`src/rtl/tssc_pkg.sv`:
```
// tssc_pkg: shared types and constants of the tdma slot synchronizer
// depends on nothing; imported by tdma_slot_sync_controller
`default_nettype none

package tssc_pkg;

  // neighbor table size, the index width that follows from it and the count width
  localparam int unsigned MaxNeighbors = 16;
  localparam int unsigned NbrIdxW      = (MaxNeighbors > 1) ? $clog2(MaxNeighbors) : 1;
  localparam int unsigned CntW         = 5;

  // configuration port
  localparam int unsigned CfgIdxW  = 4;
  localparam int unsigned CfgDataW = 16;

  localparam logic [CfgIdxW-1:0] CfgOwnAddress    = CfgIdxW'(0);
  localparam logic [CfgIdxW-1:0] CfgSlotLength    = CfgIdxW'(1);
  localparam logic [CfgIdxW-1:0] CfgSubcycleLen   = CfgIdxW'(2);
  localparam logic [CfgIdxW-1:0] CfgCyclesFrame   = CfgIdxW'(3);

  // reset values of the registers
  localparam logic [7:0]  RstOwnAddress  = 8'd0;
  localparam logic [15:0] RstSlotLength  = 16'd1;
  localparam logic [15:0] RstSubcycleLen = 16'd1000;
  localparam logic [7:0]  RstCyclesFrame = 8'd8;

  // input word kinds
  localparam logic KindTick   = 1'b0;
  localparam logic KindPacket = 1'b1;

  typedef enum logic [1:0] {
    CMD_NONE    = 2'd0,
    CMD_RECEIVE = 2'd1,
    CMD_IDLE    = 2'd2
  } radio_cmd_e;

  typedef enum logic [1:0] {
    ST_IDLE,
    ST_TICK,
    ST_SCAN,
    ST_EMIT
  } state_e;

  typedef struct packed {
    logic        kind;
    logic [7:0]  sender_address;
    logic [7:0]  sender_cycle;
    logic [15:0] sender_time;
  } in_word_t;

  typedef struct packed {
    logic            send_packet;
    logic [7:0]      sent_cycle;
    logic [15:0]     sent_time;
    logic [1:0]      radio_command;
    logic [CntW-1:0] neighbor_count;
  } out_word_t;

endpackage

`default_nettype wire

```
`src/rtl/tdma_slot_sync_controller.sv`:
```
// tdma_slot_sync_controller: slot timer, cycle counter and neighbor table
// depends on tssc_pkg
`default_nettype none

// Takes one word at a time: a timer tick or a received call packet, and
// returns one result word for each. A tick is accepted in the idle state and
// computed in the tick state. A packet searches the neighbor memory one
// entry per cycle through its single read port, stopping at a match or
// after the last heard entry. A new word is accepted only once the
// previous one is finished; a finished result parks in the output
// register (or one holding register) while the receiver stalls. A
// configuration write applies to every word whose compute cycle follows
// the write edge.
module tdma_slot_sync_controller
  import tssc_pkg::*;
(
  input  wire logic                clk_i,
  input  wire logic                rst_ni,
  // configuration writes
  input  wire logic                cfg_we_i,
  input  wire logic [CfgIdxW-1:0]  cfg_idx_i,
  input  wire logic [CfgDataW-1:0] cfg_wdata_i,
  // input words
  input  wire logic                in_valid_i,
  output logic                     in_ready_o,
  input  wire in_word_t            in_data_i,
  // result words
  output logic                     out_valid_o,
  input  wire logic                out_ready_i,
  output out_word_t                out_data_o
);

  // configuration registers
  logic [7:0]  own_address_q;
  logic [15:0] slot_length_q;
  logic [15:0] subcycle_len_q;
  logic [7:0]  cycles_frame_q;
  logic [23:0] offset;

  // block state
  state_e          state_q, state_d;
  logic [15:0]     timer_q, timer_d;
  logic [7:0]      cycle_q, cycle_d;
  logic [CntW-1:0] hc_q, hc_d;
  logic [CntW-1:0] idx_q, idx_d;
  logic            pend_q, pend_d;
  in_word_t        in_q;
  out_word_t       res_q, res_d;
  out_word_t       out_q, out_d;
  logic            out_valid_q, out_valid_d;

  // neighbor memory
  logic [7:0]         nbr_mem [MaxNeighbors];
  logic [7:0]         rd_data_q;
  logic [NbrIdxW-1:0] rd_addr;
  logic               mem_we;
  logic [NbrIdxW-1:0] mem_waddr;

  // shared control
  logic       out_free;
  logic       fin;
  logic       rd_en;
  logic       match;
  logic [15:0] next_t;
  logic        wrap;
  logic [8:0]  cyc_inc;
  logic        frame_end;
  logic [7:0]  new_cycle;
  logic [15:0] new_timer;
  logic        hit;

  assign out_free = !out_valid_q || out_ready_i;
  assign rd_en    = (idx_q < hc_q);
  assign match    = pend_q && (rd_data_q == in_q.sender_address);
  assign rd_addr  = idx_q[NbrIdxW-1:0];

  // transmit offset from the current registers
  assign offset = 24'(own_address_q) * 24'(slot_length_q);

  // tick arithmetic
  assign next_t    = timer_q + 16'd1;
  assign wrap      = (next_t == subcycle_len_q);
  assign cyc_inc   = {1'b0, cycle_q} + 9'd1;
  assign frame_end = (cyc_inc >= {1'b0, cycles_frame_q});
  assign new_cycle = wrap ? (frame_end ? 8'd0 : cyc_inc[7:0]) : cycle_q;
  assign new_timer = wrap ? 16'd0 : next_t;
  assign hit       = ({8'd0, new_timer} == offset);

  // finish condition of the working states
  always_comb begin
    case (state_q)
      ST_TICK: fin = 1'b1;
      ST_SCAN: fin = match || !rd_en;
      default: fin = 1'b0;
    endcase
  end

  // next state
  always_comb begin
    state_d = state_q;
    case (state_q)
      ST_IDLE: begin
        if (in_valid_i) begin
          state_d = (in_data_i.kind == KindPacket) ? ST_SCAN : ST_TICK;
        end
      end
      ST_TICK, ST_SCAN: begin
        if (fin) begin
          state_d = out_free ? ST_IDLE : ST_EMIT;
        end
      end
      ST_EMIT: begin
        if (out_free) begin
          state_d = ST_IDLE;
        end
      end
      default: state_d = ST_IDLE;
    endcase
  end

  // datapath and outputs
  always_comb begin
    timer_d     = timer_q;
    cycle_d     = cycle_q;
    hc_d        = hc_q;
    idx_d       = idx_q;
    pend_d      = 1'b0;
    res_d       = res_q;
    mem_we      = 1'b0;
    mem_waddr   = hc_q[NbrIdxW-1:0];
    out_d       = out_q;
    out_valid_d = out_valid_q && !out_ready_i;

    case (state_q)
      ST_IDLE: begin
        idx_d = '0;
      end
      ST_TICK: begin
        res_d = '0;
        timer_d = new_timer;
        cycle_d = new_cycle;
        if (wrap) begin
          res_d.radio_command = frame_end ? CMD_RECEIVE : CMD_IDLE;
          if (frame_end) begin
            hc_d = '0;
          end
        end
        if (hit) begin
          res_d.send_packet = 1'b1;
          res_d.sent_cycle  = new_cycle;
          res_d.sent_time   = new_timer;
          if (new_cycle == 8'd0) begin
            res_d.radio_command = CMD_RECEIVE;
          end
        end
        res_d.neighbor_count = hc_d;
      end
      ST_SCAN: begin
        if (fin) begin
          res_d = '0;
          // add the sender when not found and there is room
          if (!match && (hc_q < CntW'(MaxNeighbors))) begin
            mem_we = 1'b1;
            hc_d   = hc_q + CntW'(1);
          end
          // lower address takes over the schedule
          if (in_q.sender_address < own_address_q) begin
            cycle_d = in_q.sender_cycle;
            timer_d = in_q.sender_time;
          end
          res_d.neighbor_count = hc_d;
        end else begin
          idx_d  = idx_q + CntW'(1);
          pend_d = 1'b1;
        end
      end
      ST_EMIT: begin
        if (out_free) begin
          out_d       = res_q;
          out_valid_d = 1'b1;
        end
      end
      default: ;
    endcase

    // a fresh result goes straight to the output when the slot is free
    if (fin && out_free) begin
      out_d       = res_d;
      out_valid_d = 1'b1;
    end
  end

  assign in_ready_o  = (state_q == ST_IDLE);
  assign out_valid_o = out_valid_q;
  assign out_data_o  = out_q;

  // configuration registers
  always_ff @(posedge clk_i or negedge rst_ni) begin
    if (!rst_ni) begin
      own_address_q  <= RstOwnAddress;
      slot_length_q  <= RstSlotLength;
      subcycle_len_q <= RstSubcycleLen;
      cycles_frame_q <= RstCyclesFrame;
    end else begin
      if (cfg_we_i) begin
        case (cfg_idx_i)
          CfgOwnAddress:  own_address_q  <= cfg_wdata_i[7:0];
          CfgSlotLength:  slot_length_q  <= cfg_wdata_i;
          CfgSubcycleLen: subcycle_len_q <= cfg_wdata_i;
          CfgCyclesFrame: cycles_frame_q <= cfg_wdata_i[7:0];
          default: ;
        endcase
      end
    end
  end

  // control and counter state
  always_ff @(posedge clk_i or negedge rst_ni) begin
    if (!rst_ni) begin
      state_q     <= ST_IDLE;
      timer_q     <= '0;
      cycle_q     <= '0;
      hc_q        <= '0;
      idx_q       <= '0;
      pend_q      <= 1'b0;
      out_valid_q <= 1'b0;
    end else begin
      state_q     <= state_d;
      timer_q     <= timer_d;
      cycle_q     <= cycle_d;
      hc_q        <= hc_d;
      idx_q       <= idx_d;
      pend_q      <= pend_d;
      out_valid_q <= out_valid_d;
    end
  end

  // payload registers
  always_ff @(posedge clk_i) begin
    if (in_valid_i && in_ready_o) begin
      in_q <= in_data_i;
    end
    res_q <= res_d;
    out_q <= out_d;
  end

  // neighbor memory, one write and one registered read per cycle
  always_ff @(posedge clk_i) begin
    if (mem_we) begin
      nbr_mem[mem_waddr] <= in_q.sender_address;
    end
    rd_data_q <= nbr_mem[rd_addr];
  end

endmodule

`default_nettype wire

```
`config.mk`:
```
export PLATFORM = sky130hd
export DESIGN_NAME = tdma_slot_sync_controller
export DESIGN_NICKNAME = d
export VERILOG_FILES = /design/src/rtl/tssc_pkg.sv /design/src/rtl/tdma_slot_sync_controller.sv
export SDC_FILE = /design/constraint.sdc
export NUM_CORES = 1
export LEC_CHECK = 0
export ABC_AREA = 1
export BUFFER_PORTS_ARGS = -buffer_cell sky130_fd_sc_hd__buf_2
export CORE_ASPECT_RATIO = 0.6
export CORE_MARGIN = 2
export CORE_UTILIZATION = 56
export DETAILED_ROUTE_END_ITERATION = 10
export GPL_TIMING_DRIVEN = 0
export PLACE_DENSITY_LB_ADDON = 0.3
export SETUP_SLACK_MARGIN = 0.02
export SYNTH_ARGS = -nofsm -noshare
export SYNTH_HDL_FRONTEND = slang
export SYNTH_SLANG_ARGS = --single-unit
```
`constraint.sdc`:
```
create_clock -name clk_i -period 5.2 [get_ports clk_i]
set_input_delay 0.52 -clock clk_i [delete_from_list [all_inputs] [get_ports clk_i]]
set_output_delay 0.52 -clock clk_i [all_outputs]
set_load 0.05 [all_outputs]
```
==> flow_summary.ini, run 1 <==
[grt]
grt_pass1_vias = 14700
grt.met1_usage_pct = 52.1
antenna_found_initial = 0
top_usage_layer = met1
grt_pass1_wl_um = 85900
gr-usage-all-layers_pct = 33.1
use_met3_pct = 12.8
met2_usage_pct = 42.9
gr-total-overflow = 0
grt_max_degree = 45

[clocking]
clkTransAtPathRegs_ps = 70
root_buffer = clkbuf_16
cts_tree = built
htreeDepth = 1
clock_latency_ps = 580
cts_made_buffers = 29
clock_path_buffers = 3
clock-sinks = 318

[cells_and_area]
stdcell_area_um2 = 21800
layout_commonest_cell = nand2_1
syn2layout_area_growth_pct = 17.2
drive_gt1_share_pct = 15.8
final_nets = 2439
n_antenna_cell = 0
fillers = 2533
final_cell_mix = 552 x nand2_1, 291 x inv_1, 192 x edfxtp_1

[route]
viasPerCell = 5.83
vias = 15600
drc_errors = 0
firstDrtPassIters = 5
ant_nets = 0
wirelength_um = 57800
drtIter0Drc = 2322
wl_per_cell_um = 21.7

[power_and_ir_drop]
p_seq_share_pct = 29.1
clkPwrFrac_pct = 17.7
power.density_nw_per_um2 = 584
leakage_nw = 9.68
peakVddDrop_uv = 384
p_switching_mw = 5.98
comb_power_share_pct = 53.2
report.power.total_mw = 12.7
p_int_mw = 6.76
switching_share_pct = 46.9

[min_path]
hold_path_class = in2reg

[critical_path]
endpoint = out_data_o[16]
crit_required_ps = 5620
r2r_start = own_address_q[5]
worst_setup_path_end_kind = register
critPathKind = reg2reg
r2r_end = out_data_o[16]
arrival_ps = 6020
cp_max_fo = 8
r2r_setup_slack_ps = -390
critPathLaunch = own_address_q[5]
worstRegToRegCells = 25
start_kind = register

[flow_run]
maxCapViolations = 0

[timing]
rsz0062_at_grt = true
slew_violations = 0
fin_tns_setup_ps = -9310
fin_skew_ps = 32.0
tightest_slew_ps = 1040
fmax_mhz = 179
min_period_ps = 5590
hold_slack_ps = 111
finalWorstSetupSlack_ps = -393
setup_violations = 49
min_period_over_period_pct = 108
hold_viol_final = 0
slew_headroom_pct = 30.1

[floorplan]
core_um2 = 32500
die_area_um2 = 34700
row_count = 51
chipWidth_um = 239
io_pins = 92
start_util_pct = 57.2
die_h_um = 145

[place]
postPlaceCellArea_um2 = 19700
portBuffers = 91
dp_hpwl_um = 42100
place_congestion = 0.989

[logic_synthesis]
postSynthCellCount = 2072
synth-seq-cells = 318
syn_area_per_cell_um2 = 8.98
synth-seq-area-share_pct = 46.9
yosysWarnings = 0
syn_area_um2 = 18600
synth_cell_type_count = 48
syn_nets = 2288

[status]
status = finished with violations
violations = setup timing
-- state kept, by name (all words and copies together) (netlist names) --
signal and cells:
cycle_q 8, cycles_frame_q 8, hc_q 5, idx_q 5, in_q 32, nbr_mem 128
out_data_o 32, out_valid_o 1, own_address_q 8, pend_q 1, rd_data_q 8, res_q 32
slot_length_q 16, state_q 2, subcycle_len_q 16, timer_q 16
-- routing by layer --
| layer | wire, um | vias to the layer above |
|---|---|---|
| met1 | 25400 | 7508 |
| met5 | 138 | - |
| met3 | 8900 | 75 |
| li1 | - | 7031 |
| met2 | 22300 | 949 |
| met4 | 1020 | 2 |
-- timing repair --
item	in CTS	in global routing
endpoints found under the setup margin	54	54
gates cloned	8	1
pin swaps	55	47
buffers inserted	30	7
resized for setup	123	73
hold endpoints to repair	41	0
hold buffers	1	0
-- power by group through the flow --
stage / clock network, mW / logic [mW] / registers (mW)
6_report: 2.26 / 6.78 / 3.70
5_1_grt: 2.38 / 7.36 / 3.73
4_1_cts: 2.27 / 6.28 / 3.67
3_5_place_dp: 0 / 5.72 / 3.59
3_3_place_gp: 0 / 5.58 / 3.61
2_1_floorplan: 0 / 3.72 / 3.84
-- cell type report --
cell class / count / area, um2 / share of cell area, %
Buffer: 69 / 482 / 2.21
Clock buffer: 33 / 741 / 3.40
Clock inverter: 21 / 239 / 1.10
Inverter: 301 / 1130 / 5.18
Multi-Input combinational cell: 1367 / 9010 / 41.3
Sequential cell: 318 / 8750 / 40.1
Tap cell: 424 / 531 / 2.43
Timing Repair Buffer: 137 / 928 / 4.26
-- through the flow --
| stage | std cells | setup slack (ps) | util (%) |
|---|---|---|---|
| final | 2670 | -393 | 67.0 |
| after global routing | 2670 | -558 | 67.0 |
| after CTS | 2663 | -214 | 65.9 |
| after detailed placement | 2589 | -1220 | 60.4 |
| after global placement | 2587 | -1140 | 60.2 |
| after floorplan | 2072 | 36.0 | - |
-- cell usage after synthesis, drive strengths merged --
cell type  number  area share (%)
nand3b         13            0.52
dfxtp          40             4.3
xor2           24             1.1
a22o            1           0.047
and3            1           0.034
o221ai         23             1.1
dfrtp          78              10
nand2         585              12
o22ai           9            0.30
a211oi          5            0.20
nor4            2           0.067
buf            13            0.46
mux2i          22             1.2
nand4          27            0.91
xnor2          11            0.52
edfxtp        192              31
o21bai          3            0.12
or2             3            0.10
ha             74             5.0
o311ai          1           0.047
nor3b           1           0.040
o211ai         17            0.69
clkbuf         75             1.5
a21o            2           0.081
a31oi           5            0.17
clkinv          2           0.040
nand3          73             2.0
a21oi          36            0.97
o21ai         171             4.8
xor3            1            0.13
inv           299             6.0
dfstp           8             1.1
o31ai           1           0.040
nor3            9            0.24
and2            1           0.034
o32ai           8            0.38
fa             84             9.0
nor2          152             3.2
-- worst max-delay path: stages, from the launching register on --
cell      delay [ps]
dfrtp_2          410
buf_12           150
buf_4            130
clkbuf_8         150
nand2_1           70
fa_1             450
fa_1             510
fa_1             510
inv_1             60
fa_1             570
ha_4             250
a21oi_4          200
o21ai_4          110
a21oi_2          150
o21ai_2           90
a21oi_4          140
xor2_2           190
nand3_1          100
nor2_1           110
nand3_1          130
nor2_4           180
nand3_4          200
buf_12           220
o21ai_4          140
nand2_1           90
nand2_2           90
-- logic make-up after synthesis --
kind of cell	count (synthesis)	share of synthesized area, %
mux	22	1.18
fa+ha+maj	158	14.0
flops	318	46.9
buf+inv	389	8.05
simple gates	867	19.1
compound gates	282	8.90
xor+xnor	36	1.78
-- worst min path at each step --
stage,from,endpoint,depth (start not counted)
floorplan,rst_ni,cycle_q[0],0
global placement,res_q[30],res_q[30],2
detailed placement,res_q[27],res_q[27],2
CTS,in_data_i[4],in_q[4],1
global route,in_data_i[15],in_q[15],1
finish,in_data_i[8],in_q[8],1
(Power assumes the default switching activity.)
==> run 2: changes to the inputs <==
Settings changed: ABC_AREA 1 to not set, CORE_UTILIZATION 56 to 55.
==> flow_summary.ini, run 2 <==
[cells_and_area]
final_nets = 1977
layout_commonest_cell = edfxtp_1
final_cell_mix = 192 x edfxtp_1, 181 x nand2_1, 119 x inv_1
instances_no_fill = 2241
syn2layout_area_growth_pct = 18.8
stdcell_area_um2 = 22200
drive_gt1_share_pct = 26.5
n_antenna_cell = 0
largest_reg_flops = 128
regMostFlops = nbr_mem

[floorplan]
die_area_um2 = 35600
core_um2 = 33600
io_pins = 92
start_util_pct = 55.6
chipWidth_um = 242
die_h_um = 147
row_count = 52

[place]
place_congestion = 0.944
placed_cells = 2161
postPlaceCellArea_um2 = 20200
portBuffers = 91
dp_hpwl_um = 39000

[critical_path]
cp_max_fo = 6
crit_required_ps = 5580
worst_setup_path_end_kind = register
r2r_setup_slack_ps = -860
critPathLaunch = own_address_q[4]
start_kind = register
r2r_start = own_address_q[4]
critPathKind = reg2reg
arrival_ps = 6440

[route]
wirelength_um = 54100
vias = 13800
ant_nets = 0
drtIter0Drc = 1579
firstDrtPassIters = 5
viasPerCell = 6.18
drc_errors = 0
wl_per_cell_um = 24.1

[grt]
grt_pass1_vias = 13500
grt_pass1_wl_um = 81200
gr-total-overflow = 0
antenna_found_initial = 2
gr-usage-all-layers_pct = 30.1
grt_max_degree = 61

[status]
violations = setup timing
status = finished with violations

[timing]
slew_headroom_pct = 9.34
rsz0062_at_grt = true
hold_slack_ps = 129
fmax_mhz = 165
tightest_slew_ps = 1340
setup_violations = 54
slew_violations = 0
min_period_ps = 6060
finalWorstSetupSlack_ps = -861
hold_viol_final = 0
fin_skew_ps = 14.0
min_period_over_period_pct = 117

[logic_synthesis]
synth-seq-area-share_pct = 46.6
yosysTopAreaCell = edfxtp_1
synth-seq-cells = 318
yosys-top-cells-count = 196 x nand2_1, 192 x edfxtp_1, 125 x inv_1
ys.flop_type = edfxtp_1
postSynthCellCount = 1606
async_reset_ff_share_pct = 27.0
synth-edff-count = 192
synth_cell_type_count = 94
syn_nets = 1822
yosys-top-cells-area = edfxtp_1 31%, dfrtp_1 10%, fa_1 9.0%, ha_1 4.9%, mux4_2 4.8%
syn_area_um2 = 18700
yosysMostFrequentCell = nand2_1
yosysWarnings = 0
syn_area_per_cell_um2 = 11.7
yosysTopAreaCellShare_pct = 30.8

[min_path]
min_from = in_data_i[17]
hold_path_class = in2reg

[clocking]
clock_path_buffers = 3
clock-sinks = 318
cts_tree = built
root_buffer = clkbuf_16
htreeDepth = 1
cts_made_buffers = 27
clkTransAtPathRegs_ps = 70
clock_latency_ps = 570

[flow_run]
maxCapViolations = 0
-- run 2: cell count changes in the layout (fill, tap and decap cells not counted), moves of 23 or more --
cell,previous run,this run
inv_1,291,119
xnor2_1,11,44
mux2_2,0,54
o221ai_1,23,0
mux4_2,0,40
nand2_1,552,181
and2_1,1,55
nand3_1,65,23
nor2_1,135,62
o21ai_0,149,46
-- run 2: cell type report --
class,instances,area (um2)
multi-input combinational,1078,10100
clock inverter,6,95.1
timing repair buffer,136,968
buffer,75,458
tap,459,574
clock buffer,44,787
sequential,318,8740
fill,2482,11400
inverter,125,469
-- run 2: cell families after synthesis --
family,Yosys count,synth area share [%]
AOI/OAI and AO/OA,291,10.7
muxes,99,8.34
and+or+nand+nor,460,12.5
adders and majority gates,158,13.9
xor gates and xnor gates,70,3.58
DFF,318,46.6
buffers and inverters,210,4.33
-- run 2: worst paths after layout --
path | end | depth (start not counted)
setup reg to reg | out_data_o[8] | 20
hold reg to reg | res_q[10] | 2
hold / removal | in_q[17] | 1
setup / recovery | out_data_o[8] | 20
max in group asynchronous | timer_q[14] | 3
min in group asynchronous | subcycle_len_q[12] | 2
-- run 2: layer usage --
layer  GRT usage (%)  part of all wire [%]
met2            40.8                    41
met3            10.9                    13
met5               0                 0.050
met4            5.96                   2.0
met1            46.5                    44
-- run 2: timing repair --
item	4_1_cts	5_1_grt
hold buffers	1	0
hold endpoints to repair	21	0
gates cloned	2	3
resized for setup	85	111
pin swaps	15	38
setup endpoints to repair	54	54
buffers inserted	20	14
-- run 2: worst max-delay path: stages (launching register included) --
cell       delay (ps)
dfrtp_2           450
buf_12            140
clkbuf_16         140
nand2_1            70
fa_1              510
fa_1              530
fa_1              430
fa_2              620
inv_1             100
ha_4              250
a21o_1            200
o21bai_2          220
or2_2             290
o211a_1           280
a32o_1            230
nor3_2            240
o211ai_1          210
a211oi_4          340
nand3_4           170
buf_8             210
o31ai_4           250
-- run 2: per-stage QoR --
step           TNS, ps  setup WS [ps]  utilization, %
2_1_floorplan   -13070           -388               -
3_3_place_gp    -58010          -1300            59.6
3_5_place_dp    -61110          -1410            59.9
4_1_cts         -38930           -835            64.1
5_1_grt         -48980          -1010            66.1
6_report        -41320           -861            66.1
Power of run 2 is not shown: default switching activity piles up to over one toggle a cycle in this logic, so the estimate is an artifact.
